$ cat config.mk
export PLATFORM = sky130hd
export DESIGN_NAME = wraparound_server_dispatcher
export DESIGN_NICKNAME = d
export VERILOG_FILES = /design/src/rtl/wsd_pkg.sv /design/src/rtl/wraparound_server_dispatcher.sv /design/src/rtl/wsd_front.sv /design/src/rtl/wsd_queue.sv /design/src/rtl/wsd_back.sv
export SDC_FILE = /design/constraint.sdc
export NUM_CORES = 2
export LEC_CHECK = 0
export BUFFER_PORTS_ARGS = -buffer_cell sky130_fd_sc_hd__buf_2
export CAP_MARGIN = 15
export CORE_AREA = 5 5 302 363
export CTS_CLUSTER_DIAMETER = 60
export CTS_CLUSTER_SIZE = 16
export DETAILED_ROUTE_END_ITERATION = 8
export DIE_AREA = 0 0 307 368
export PLACE_DENSITY = 0.78
export SKIP_CTS_REPAIR_TIMING = 1
export SLEW_MARGIN = 20
export SYNTH_ARGS = -nofsm -noshare
export SYNTH_HDL_FRONTEND = slang
export SYNTH_SLANG_ARGS = --single-unit
$ cat constraint.sdc
create_clock -name i_clk -period 6.6 [get_ports i_clk]
set_input_delay 0.66 -clock i_clk [delete_from_list [all_inputs] [get_ports i_clk]]
set_output_delay 0.66 -clock i_clk [all_outputs]
set_load 0.03 [all_outputs]
$ cat src/rtl/wsd_pkg.sv
package wsd_pkg;

    // Built maximum of servers and the register value after reset.
    localparam int MAX_SERVERS_DEF = 16;
    localparam int NUM_SERVERS_RST = 16;

    // Field widths of the transactions.
    localparam int CFG_W = 5;
    localparam int IDX_W = 16;
    localparam int ARR_W = 31;
    localparam int SVC_W = 16;
    localparam int ID_W  = 4;
    localparam int CNT_W = 32;

    localparam logic [CNT_W-1:0] CNT_MAX = {CNT_W{1'b1}};

    // Jobs that may wait between the front and the back.
    localparam int QUEUE_DEPTH = 2;

    typedef struct packed {
        logic full;
        logic empty;
    } t_q_stat;

    function automatic logic [CNT_W-1:0] sat_inc(input logic [CNT_W-1:0] v);
        logic [CNT_W-1:0] r;
        r = (v == CNT_MAX) ? v : v + CNT_W'(1);
        return r;
    endfunction

endpackage

$ cat src/rtl/wraparound_server_dispatcher.sv
// Wraparound server dispatcher. Each input transaction is a job with an index,
// an arrival tick and a service time; jobs must arrive in nondecreasing time.
// The job goes to the first free server at or after (job_index mod server
// count), wrapping to server 0, where a server released at the arrival tick
// counts as free; if none is free the job is dropped. Every input transaction
// yields exactly one output transaction with the outcome, the server, that
// server's saturating job count and the saturating running total. The server
// count is written through the configuration channel (0 acts as 1, values
// above MAX_SERVERS act as MAX_SERVERS) and may only change while the block
// is idle. The front end takes one job at a time: it takes the job, runs a
// bit-serial modulo (one index bit per cycle) and hands the start server to
// the queue, stalling its input until the push is done. The back end takes
// the job from the queue, compares, picks with count read and updates; it
// runs in parallel with the front end. No clearing pass is needed after reset.
module wraparound_server_dispatcher
    import wsd_pkg::*;
#(
    parameter int MAX_SERVERS = MAX_SERVERS_DEF
) (
    input  logic              i_clk,
    input  logic              i_rst_n,
    // Configuration channel: server count.
    input  logic              i_cfg_valid,
    output logic              o_cfg_ready,
    input  logic [CFG_W-1:0]  i_cfg_data,
    // Job channel.
    input  logic              i_in_valid,
    output logic              o_in_stall,
    input  logic [IDX_W-1:0]  i_job_index,
    input  logic [ARR_W-1:0]  i_arrival_time,
    input  logic [SVC_W-1:0]  i_service_time,
    // Result channel.
    output logic              o_out_valid,
    input  logic              i_out_stall,
    output logic              o_accepted,
    output logic [ID_W-1:0]   o_server_id,
    output logic [CNT_W-1:0]  o_server_job_count,
    output logic [CNT_W-1:0]  o_total_accepted
);

    // Width that holds the server count itself, and width of a server number.
    localparam int NW  = $clog2(MAX_SERVERS + 1);
    localparam int SW  = (MAX_SERVERS > 1) ? $clog2(MAX_SERVERS) : 1;
    localparam int QDW = SW + ARR_W + SVC_W;

    logic [CFG_W-1:0] r_num_servers;
    logic [NW-1:0]    n_eff;
    logic             q_push;
    logic [QDW-1:0]   q_push_data;
    logic             q_pop;
    logic [QDW-1:0]   q_pop_data;
    t_q_stat          q_stat;

    // The register accepts a write in every cycle.
    assign o_cfg_ready = 1'b1;

    always_ff @(posedge i_clk) begin
        if (!i_rst_n) begin
            r_num_servers <= CFG_W'(NUM_SERVERS_RST);
        end else if (i_cfg_valid && o_cfg_ready) begin
            r_num_servers <= i_cfg_data;
        end
    end

    // Clamp the programmed count into the range the hardware supports.
    always_comb begin
        if (r_num_servers == '0) begin
            n_eff = NW'(1);
        end else if (int'(r_num_servers) > MAX_SERVERS) begin
            n_eff = NW'(MAX_SERVERS);
        end else begin
            n_eff = NW'(r_num_servers);
        end
    end

    // Front end: takes the job transaction and works out the start server.
    wsd_front #(
        .NW (NW),
        .SW (SW)
    ) u_front (
        .i_clk          (i_clk),
        .i_rst_n        (i_rst_n),
        .i_in_valid     (i_in_valid),
        .o_in_stall     (o_in_stall),
        .i_job_index    (i_job_index),
        .i_arrival_time (i_arrival_time),
        .i_service_time (i_service_time),
        .i_n            (n_eff),
        .i_q_stat       (q_stat),
        .o_push         (q_push),
        .o_push_data    (q_push_data)
    );

    // Short queue so the front can start the next modulo while the back works.
    wsd_queue #(
        .DW (QDW)
    ) u_queue (
        .i_clk       (i_clk),
        .i_rst_n     (i_rst_n),
        .i_push      (q_push),
        .i_push_data (q_push_data),
        .i_pop       (q_pop),
        .o_pop_data  (q_pop_data),
        .o_stat      (q_stat)
    );

    // Back end: free check, wrapping pick, counters and the output register.
    wsd_back #(
        .MAX_SERVERS (MAX_SERVERS),
        .NW          (NW),
        .SW          (SW)
    ) u_back (
        .i_clk              (i_clk),
        .i_rst_n            (i_rst_n),
        .i_n                (n_eff),
        .i_q_stat           (q_stat),
        .i_pop_data         (q_pop_data),
        .o_pop              (q_pop),
        .o_out_valid        (o_out_valid),
        .i_out_stall        (i_out_stall),
        .o_accepted         (o_accepted),
        .o_server_id        (o_server_id),
        .o_server_job_count (o_server_job_count),
        .o_total_accepted   (o_total_accepted)
    );

endmodule

$ cat src/rtl/wsd_front.sv
module wsd_front
    import wsd_pkg::*;
#(
    parameter int NW = 5,
    parameter int SW = 4
) (
    input  logic                    i_clk,
    input  logic                    i_rst_n,
    input  logic                    i_in_valid,
    output logic                    o_in_stall,
    input  logic [IDX_W-1:0]        i_job_index,
    input  logic [ARR_W-1:0]        i_arrival_time,
    input  logic [SVC_W-1:0]        i_service_time,
    input  logic [NW-1:0]           i_n,
    input  t_q_stat                 i_q_stat,
    output logic                    o_push,
    output logic [SW+ARR_W+SVC_W-1:0] o_push_data
);

    localparam int STEP_W = $clog2(IDX_W);

    typedef enum logic [2:0] {
        F_IDLE = 3'b001,
        F_DIV  = 3'b010,
        F_PUSH = 3'b100
    } t_fstate;

    t_fstate             r_state;
    logic [IDX_W-1:0]    r_idx;
    logic [NW-1:0]       r_rem;
    logic [NW-1:0]       r_n;
    logic [STEP_W-1:0]   r_step;
    logic [ARR_W-1:0]    r_arrive;
    logic [SVC_W-1:0]    r_service;
    logic [NW:0]         n_trial;
    logic [NW-1:0]       n_rem;
    logic                accept;

    assign accept     = i_in_valid && (r_state == F_IDLE);
    assign o_in_stall = (r_state != F_IDLE);
    assign o_push     = (r_state == F_PUSH) && !i_q_stat.full;
    assign o_push_data = {r_rem[SW-1:0], r_arrive, r_service};

    // One restoring step of the remainder: bring in the next index bit.
    always_comb begin
        n_trial = {r_rem, r_idx[IDX_W-1]};
        if (n_trial >= {1'b0, r_n}) begin
            n_rem = NW'(n_trial - {1'b0, r_n});
        end else begin
            n_rem = NW'(n_trial);
        end
    end

    always_ff @(posedge i_clk) begin
        if (!i_rst_n) begin
            r_state <= F_IDLE;
            r_step  <= '0;
        end else begin
            unique case (r_state)
                F_IDLE: begin
                    if (accept) begin
                        r_state <= F_DIV;
                        r_step  <= '0;
                    end
                end
                F_DIV: begin
                    r_step <= r_step + STEP_W'(1);
                    if (r_step == STEP_W'(IDX_W - 1)) begin
                        r_state <= F_PUSH;
                    end
                end
                F_PUSH: begin
                    if (!i_q_stat.full) begin
                        r_state <= F_IDLE;
                    end
                end
                default: r_state <= F_IDLE;
            endcase
        end
    end

    always_ff @(posedge i_clk) begin
        if (accept) begin
            r_idx     <= i_job_index;
            r_rem     <= '0;
            r_n       <= i_n;
            r_arrive  <= i_arrival_time;
            r_service <= i_service_time;
        end else if (r_state == F_DIV) begin
            r_idx <= {r_idx[IDX_W-2:0], 1'b0};
            r_rem <= n_rem;
        end
    end

    a_rem_below_n: assert property (@(posedge i_clk) disable iff (!i_rst_n)
        (r_state == F_PUSH) |-> (r_rem < r_n))
        else $error("start server not below the server count");

endmodule

$ cat src/rtl/wsd_queue.sv
module wsd_queue
    import wsd_pkg::*;
#(
    parameter int DW = 51
) (
    input  logic          i_clk,
    input  logic          i_rst_n,
    input  logic          i_push,
    input  logic [DW-1:0] i_push_data,
    input  logic          i_pop,
    output logic [DW-1:0] o_pop_data,
    output t_q_stat       o_stat
);

    localparam int PW = (QUEUE_DEPTH > 1) ? $clog2(QUEUE_DEPTH) : 1;

    logic [DW-1:0] r_mem [QUEUE_DEPTH];
    logic [PW-1:0] r_wp;
    logic [PW-1:0] r_rp;
    logic [PW:0]   r_cnt;

    assign o_stat.full  = (r_cnt == (PW+1)'(QUEUE_DEPTH));
    assign o_stat.empty = (r_cnt == '0);
    assign o_pop_data   = r_mem[r_rp];

    function automatic logic [PW-1:0] ptr_inc(input logic [PW-1:0] p);
        logic [PW-1:0] r;
        r = (p == PW'(QUEUE_DEPTH - 1)) ? '0 : p + PW'(1);
        return r;
    endfunction

    always_ff @(posedge i_clk) begin
        if (!i_rst_n) begin
            r_wp  <= '0;
            r_rp  <= '0;
            r_cnt <= '0;
        end else begin
            if (i_push) begin
                r_wp <= ptr_inc(r_wp);
            end
            if (i_pop) begin
                r_rp <= ptr_inc(r_rp);
            end
            if (i_push && !i_pop) begin
                r_cnt <= r_cnt + (PW+1)'(1);
            end else if (i_pop && !i_push) begin
                r_cnt <= r_cnt - (PW+1)'(1);
            end
        end
    end

    always_ff @(posedge i_clk) begin
        if (i_push) begin
            r_mem[r_wp] <= i_push_data;
        end
    end

    a_no_overflow: assert property (@(posedge i_clk) disable iff (!i_rst_n)
        i_push |-> !o_stat.full)
        else $error("queue written while full");

    a_no_underflow: assert property (@(posedge i_clk) disable iff (!i_rst_n)
        i_pop |-> !o_stat.empty)
        else $error("queue read while empty");

endmodule

$ cat src/rtl/wsd_back.sv
module wsd_back
    import wsd_pkg::*;
#(
    parameter int MAX_SERVERS = MAX_SERVERS_DEF,
    parameter int NW = 5,
    parameter int SW = 4
) (
    input  logic                      i_clk,
    input  logic                      i_rst_n,
    input  logic [NW-1:0]             i_n,
    input  t_q_stat                   i_q_stat,
    input  logic [SW+ARR_W+SVC_W-1:0] i_pop_data,
    output logic                      o_pop,
    output logic                      o_out_valid,
    input  logic                      i_out_stall,
    output logic                      o_accepted,
    output logic [ID_W-1:0]           o_server_id,
    output logic [CNT_W-1:0]          o_server_job_count,
    output logic [CNT_W-1:0]          o_total_accepted
);

    typedef enum logic [3:0] {
        B_IDLE = 4'b0001,
        B_CMP  = 4'b0010,
        B_PICK = 4'b0100,
        B_UPD  = 4'b1000
    } t_bstate;

    t_bstate                r_state;
    logic [SW-1:0]          r_start;
    logic [ARR_W-1:0]       r_arrive;
    logic [SVC_W-1:0]       r_service;
    logic [CNT_W-1:0]       r_busy [MAX_SERVERS];
    logic [MAX_SERVERS-1:0] r_free;
    logic [SW-1:0]          r_pick;
    logic                   r_found;
    logic [CNT_W-1:0]       r_jobs [MAX_SERVERS];
    logic [MAX_SERVERS-1:0] r_jvld;
    logic [CNT_W-1:0]       r_rd_data;
    logic                   r_rd_vld;
    logic [CNT_W-1:0]       r_total;
    logic                   r_o_valid;
    logic                   r_o_acc;
    logic [ID_W-1:0]        r_o_id;
    logic [CNT_W-1:0]       r_o_cnt;
    logic [CNT_W-1:0]       r_o_total;

    logic [MAX_SERVERS-1:0] n_free;
    logic [MAX_SERVERS-1:0] hi_free;
    logic [SW-1:0]          hi_idx;
    logic [SW-1:0]          lo_idx;
    logic [SW-1:0]          pick_c;
    logic                   upd_go;
    logic [CNT_W-1:0]       cnt_inc;

    assign o_pop  = (r_state == B_IDLE) && !i_q_stat.empty;
    assign upd_go = (r_state == B_UPD) && (!r_o_valid || !i_out_stall);
    assign cnt_inc = sat_inc(r_rd_vld ? r_rd_data : '0);

    assign o_out_valid        = r_o_valid;
    assign o_accepted         = r_o_acc;
    assign o_server_id        = r_o_id;
    assign o_server_job_count = r_o_cnt;
    assign o_total_accepted   = r_o_total;

    // A server is free when it was released at or before the arrival.
    always_comb begin
        for (int s = 0; s < MAX_SERVERS; s++) begin
            n_free[s] = (r_busy[s] <= {1'b0, r_arrive}) && (s < int'(i_n));
        end
    end

    // Wrapping pick: lowest free server at or after the start, else lowest overall.
    always_comb begin
        hi_idx = '0;
        lo_idx = '0;
        for (int s = 0; s < MAX_SERVERS; s++) begin
            hi_free[s] = r_free[s] && (s >= int'(r_start));
        end
        for (int s = MAX_SERVERS - 1; s >= 0; s--) begin
            if (hi_free[s]) begin
                hi_idx = SW'(s);
            end
            if (r_free[s]) begin
                lo_idx = SW'(s);
            end
        end
        pick_c = (|hi_free) ? hi_idx : lo_idx;
    end

    always_ff @(posedge i_clk) begin
        if (!i_rst_n) begin
            r_state   <= B_IDLE;
            r_jvld    <= '0;
            r_total   <= '0;
            r_o_valid <= 1'b0;
            for (int s = 0; s < MAX_SERVERS; s++) begin
                r_busy[s] <= '0;
            end
        end else begin
            if (upd_go) begin
                r_o_valid <= 1'b1;
            end else if (r_o_valid && !i_out_stall) begin
                r_o_valid <= 1'b0;
            end
            unique case (r_state)
                B_IDLE: begin
                    if (o_pop) begin
                        r_state <= B_CMP;
                    end
                end
                B_CMP: begin
                    r_state <= B_PICK;
                end
                B_PICK: begin
                    r_state <= B_UPD;
                end
                B_UPD: begin
                    if (upd_go) begin
                        r_state <= B_IDLE;
                        if (r_found) begin
                            r_jvld[r_pick] <= 1'b1;
                            r_busy[r_pick] <= CNT_W'(r_arrive) + CNT_W'(r_service);
                            r_total        <= sat_inc(r_total);
                        end
                    end
                end
                default: r_state <= B_IDLE;
            endcase
        end
    end

    always_ff @(posedge i_clk) begin
        if (o_pop) begin
            {r_start, r_arrive, r_service} <= i_pop_data;
        end
        if (r_state == B_CMP) begin
            r_free <= n_free;
        end
        if (r_state == B_PICK) begin
            r_pick    <= pick_c;
            r_found   <= |r_free;
            r_rd_data <= r_jobs[pick_c];
            r_rd_vld  <= r_jvld[pick_c];
        end
        if (upd_go) begin
            if (r_found) begin
                r_jobs[r_pick] <= cnt_inc;
                r_o_acc        <= 1'b1;
                r_o_id         <= ID_W'(r_pick);
                r_o_cnt        <= cnt_inc;
                r_o_total      <= sat_inc(r_total);
            end else begin
                r_o_acc   <= 1'b0;
                r_o_id    <= '0;
                r_o_cnt   <= '0;
                r_o_total <= r_total;
            end
        end
    end

    a_pick_was_free: assert property (@(posedge i_clk) disable iff (!i_rst_n)
        (r_state == B_UPD && r_found) |-> r_free[r_pick])
        else $error("job given to a server that was not free");

    a_drop_only_when_full: assert property (@(posedge i_clk) disable iff (!i_rst_n)
        (r_state == B_UPD && !r_found) |-> (r_free == '0))
        else $error("job dropped while a server was free");

    a_total_monotonic: assert property (@(posedge i_clk) disable iff (!i_rst_n)
        $past(i_rst_n) |-> (r_total >= $past(r_total)))
        else $error("running total went down");

    a_out_follows_update: assert property (@(posedge i_clk) disable iff (!i_rst_n)
        upd_go |=> r_o_valid)
        else $error("finished job produced no result");

endmodule

==> qor_table.md <==
| Step | Item | Reported |
|:---|:---|:---|
| run status | Result of the run | completed |
| synthesis | Area contributors post-synth | sky130_fd_sc_hd__edfxtp_1, sky130_fd_sc_hd__ha_1, sky130_fd_sc_hd__mux2i_1 |
| synthesis | Number of storage elements in the synthesis netlist | 1442 |
| die | Number of ports placed on the die boundary | 145 |
| global route | Total overflow reported by the global router | 0 |
| global route | Number of antenna violations at the first check in global routing | 4 |
| placement | Count of placed standard cells including taps | 6337 |
| synthesis | Ys async rst share | 0 |
| sta | Maximum clock skew at final layout | 0.0414 ns |
| detailed routing | Detailed-router iteration count before antenna repair | 6 |
| synthesis | Netlist Area Pre-Place | 66100 sq um |
| clock tree | Clock transition at the registers of the reported paths | 0.07 ns |
| placement | Final RePlAce weighted congestion | 0.909 |
| critical path | Required time at the worst-slack endpoint | 7.03 ns |
| sta | Final cycle utilization of the critical path | 0.698 |
| pwr | Worst VDD drop | 645 uV |
| sta | Remaining max-slew budget at the tightest pin | 0.201 |
| synthesis | Area share of the leading cell type in the synthesized netlist | 0.621 |
| critical path | Cell-by-cell trace of the critical path | nand3_1, a221o_1, a22oi_1, o22ai_1, a221oi_1, o32a_2, buf_12, mux2i_1, o22ai_1, or4_1 |
| finish | Final Instance Count excl. Fillers | 6534 |
| die | Area of the die | 113000 sq um |
| synthesis | Share of the yosys chip area belonging to registers | 0.644 |
| finish | Signed area change from the synthesized netlist to the final layout | 9.39% |
| pwr | Total power consumption of the routed design | 26.6 mW |
| synthesis | Synth unique cells | 74 |
| clock tree | Largest buffer count on any clock path | 3 |
| synthesis | Mean post-synth cell area | 13.6 sq um |
| detailed routing | Routed wire length | 159000 um |
| die | # rows | 131 |
| die | Die width | 307 um |
| detailed routing | Average detailed-routed wire length per instance | 24.4 um |
| critical path | Peak fanout along the critical path | 62 |
| global route | Pin count of the biggest net entering global routing | 69 |
| synthesis | Count of mapped cells out of synthesis | 4862 |
| detailed routing | Via/cell ratio | 6.31 |
| detailed routing | Drt first-iter violations | 3911 |
| detailed routing | Overall via count from detail_route | 41200 |
| clock tree | # H-tree levels | 3 |
| min path | Hold Path Depth | 1 |
| synthesis | Xor/xnor cell area share of the yosys netlist | 0.0154 |
| clock tree | Root Buffer Master | sky130_fd_sc_hd__clkbuf_16 |
| sta | Setup_tns | 0 ns |
| synthesis | Mux cell area share after synthesis | 0.0499 |
| synthesis | Post-synthesis simple-gate area fraction | 0.105 |
| synthesis | Dominant combinational cell family by area after synthesis | simple AND/OR/NAND/NOR gates |
| die | Floorplan Core Area | 106000 sq um |
| synthesis | Compound-cell area share of the yosys netlist | 0.0680 |
| die | Die height | 368 um |
| sta | Count of pins over their slew limit | 0 |
| placement | Input/output buffers | 143 |
| sta | Setup violations, final | 0 |
| critical path | Delay of the slowest cell on the worst path | 0.93 ns |
| sta | Final worst path period need | 4.61 ns |
| min path | End of the worst hold path | u_front.r_arrive[23] |
| clock tree | TritonCTS Buffers | 106 |
| critical path | Slowest-stage cell, CP | sky130_fd_sc_hd__o32a_2 |
| finish | Final #Nets | 5648 |
| critical path | Critical register-to-register path endpoint | u_back.r_rd_data[16] |
| synthesis | Largest area contributor in the netlist | sky130_fd_sc_hd__edfxtp_1 |
| sta | Final Hold Vio Count | 0 |
| clock tree | Clock latency on the worst-skew pair | 0.71 ns |
| sta | Setup repair after global routing missed its margin | no |
| global route | Number of global-route vias before repair | 41300 |
| finish | Cell area after layout | 72300 sq um |
| die | Starting density of the core | 0.626 |
| critical path | Number of cells on the worst reg-to-reg path | 10 |
| pwr | Leakage dissipation | 28.1 nW |
| critical path | Register-to-Register Setup Slack | 1.99 ns |
| flow run | Maxcap violations | 0 |
| finish | Register cell area after layout | 42600 sq um |
| global route | Global-route wire length before repair | 243000 um |
| min path | Type of the worst min-delay path | in -> reg |
| synthesis | Synthesized netlist net count | 5458 |
| critical path | Launching point of the worst reg2reg path | u_back.r_start[3] |
| critical path | Crit Path Category | reg -> reg |
| finish | Fill cell total of the finished layout | 7223 |
| min path | Hold Crit Start | i_arrival_time[23] |
| critical path | Startpoint kind of the worst setup timing path | register |
| critical path | Worst Setup End Kind | register |
| critical path | Most numerous cell on the critical path | sky130_fd_sc_hd__o22ai_1 |
| pwr | Power per unit of standard cell area | 368 nW/um^2 |
| finish | Fraction of layout cells with a size suffix above 1 | 0.105 |
| synthesis | Post-synth EDFFs | 1368 |
| detailed routing | Antenna-violating nets left | 0 |
| clock tree | TritonCTS sink count | 1442 |
| synthesis | Post-Synth Adder-Cell Area | 0.0992 |
| detailed routing | Count of unresolved DRC violations after routing | 0 |
| synthesis | Dominant synthesized flop cell | sky130_fd_sc_hd__edfxtp_1 |
| sta | Least-Margin Pin Slew | 1.19 ns |
| critical path | Cell count along the critical path | 10 |
| critical path | Crit path DAT | 5.03 ns |
| critical path | Worst path top cell family by delay | compound AO/OA/AOI/OAI gates |
| clock tree | Clock tree from TritonCTS | yes |
| placement | Half-perimeter wire length after placement | 101000 um |
| finish | Multi-input logic area | 22600 sq um |
| synthesis | Synthesis Warnings | 0 |
| finish | Final Core Density | 0.684 |
| global route | Total Routing Usage GR | 0.278 |
| critical path | Total buffers and inverters traversed by the critical path | 1 |
| placement | Post-place instance area | 69000 sq um |
| sta | Maximum operating frequency | 0.217 GHz |
## state kept, by name, indices dropped and copies added (netlist names), 31 cells and up
register / count
u_back.o_server_job_count: 32
u_back.o_total_accepted: 32
u_back.r_arrive: 31
u_back.r_busy: 512
u_back.r_jobs: 512
u_back.r_rd_data: 32
u_back.r_total: 32
u_front.r_arrive: 31
u_queue.r_mem: 102
## power breakdown
group          switching, mW  internal [mW]  leakage (nW)
logic                   6.38           3.28          12.8
registers              0.230           10.4          13.7
clock network           3.12           3.21          1.54
total                   9.73           16.9          28.1
## cells in the final DEF, fill, tap and decap left out, drive strengths merged, types with 107 or more instances in the layout
master,n
a21oi,177
o21ai,141
o22ai,137
edfxtp,1368
nor2,633
buf,281
a21o,110
ha,521
nand4,107
nand2,218
clkbuf,166
mux2i,269
## metrics by stage
stage | worst slack, ns | hold WS, ns
after floorplan | 1.24 | 0.421
after global placement | 2.27 | 0.425
after detailed placement | 2.10 | 0.431
after CTS | 2.07 | 0.0879
after global routing | 1.81 | 0.0992
final | 1.99 | 0.122
## layer usage
metal	routed length, um	share of wire	GRT usage	vias up
li1	-	-	-	18700
met1	61400	0.39	0.366	20400
met2	79100	0.50	0.475	1737
met3	12200	0.076	0.0382	434
met4	6770	0.042	0.109	2
met5	7	0.000044	0	-
## kinds of logic (layout without fill, tap and decap cells)
family / count (synthesis) / after routing
xor+xnor: 116 / 116
fa+ha+maj: 523 / 523
simple gates: 1450 / 1450
mux: 323 / 323
compound gates: 720 / 720
other cells: 1 / 4
flops: 1442 / 1442
buf+inv: 287 / 560
## how the worst max path moves through the flow
stage,to,from,slack [ns]
final,u_back.r_rd_data[16],u_back.r_start[3],1.99
after global routing,u_back.r_rd_data[16],u_back.r_start[3],1.81
after CTS,u_back.r_rd_data[16],u_back.r_start[3],2.07
after detailed placement,u_back.r_rd_data[16],u_back.r_start[3],2.10
after global placement,u_back.r_rd_data[27],u_back.r_start[3],2.27
after floorplan,u_back.r_busy[0][0],i_out_stall,1.24
## layout make-up
type                       instances  share of cell area
clock buffer                     166              0.0399
sequential                      1442               0.588
antenna                            3            0.000104
timing repair buffer             281              0.0258
clock inverter                    25             0.00479
tap                             1396              0.0241
inverter                          88             0.00460
multi-input combinational       3133               0.312
## synth_stat cells, drive strengths merged (4+ instances only)
cell type	count
edfxtp	1368
a21o	110
nand4b	8
o21a	43
a21boi	18
xor2	48
a211oi	14
o22ai	137
nor2	633
mux2i	269
nor2b	79
o21ai	141
a2111oi	9
nor3b	8
nand2	218
or4	45
or2	7
a22oi	4
a211o	7
nor4	15
nor3	75
nand4	107
mux2	54
o21bai	7
a31oi	11
and4	15
nand2b	44
nand3b	7
o211ai	14
ha	521
and2	64
buf	53
o31ai	4
and3	23
or3	18
xnor2	68
nand3	76
dfxtp	74
a21oi	177
inv	87
clkbuf	146
Power figures use the tool's default switching activity.
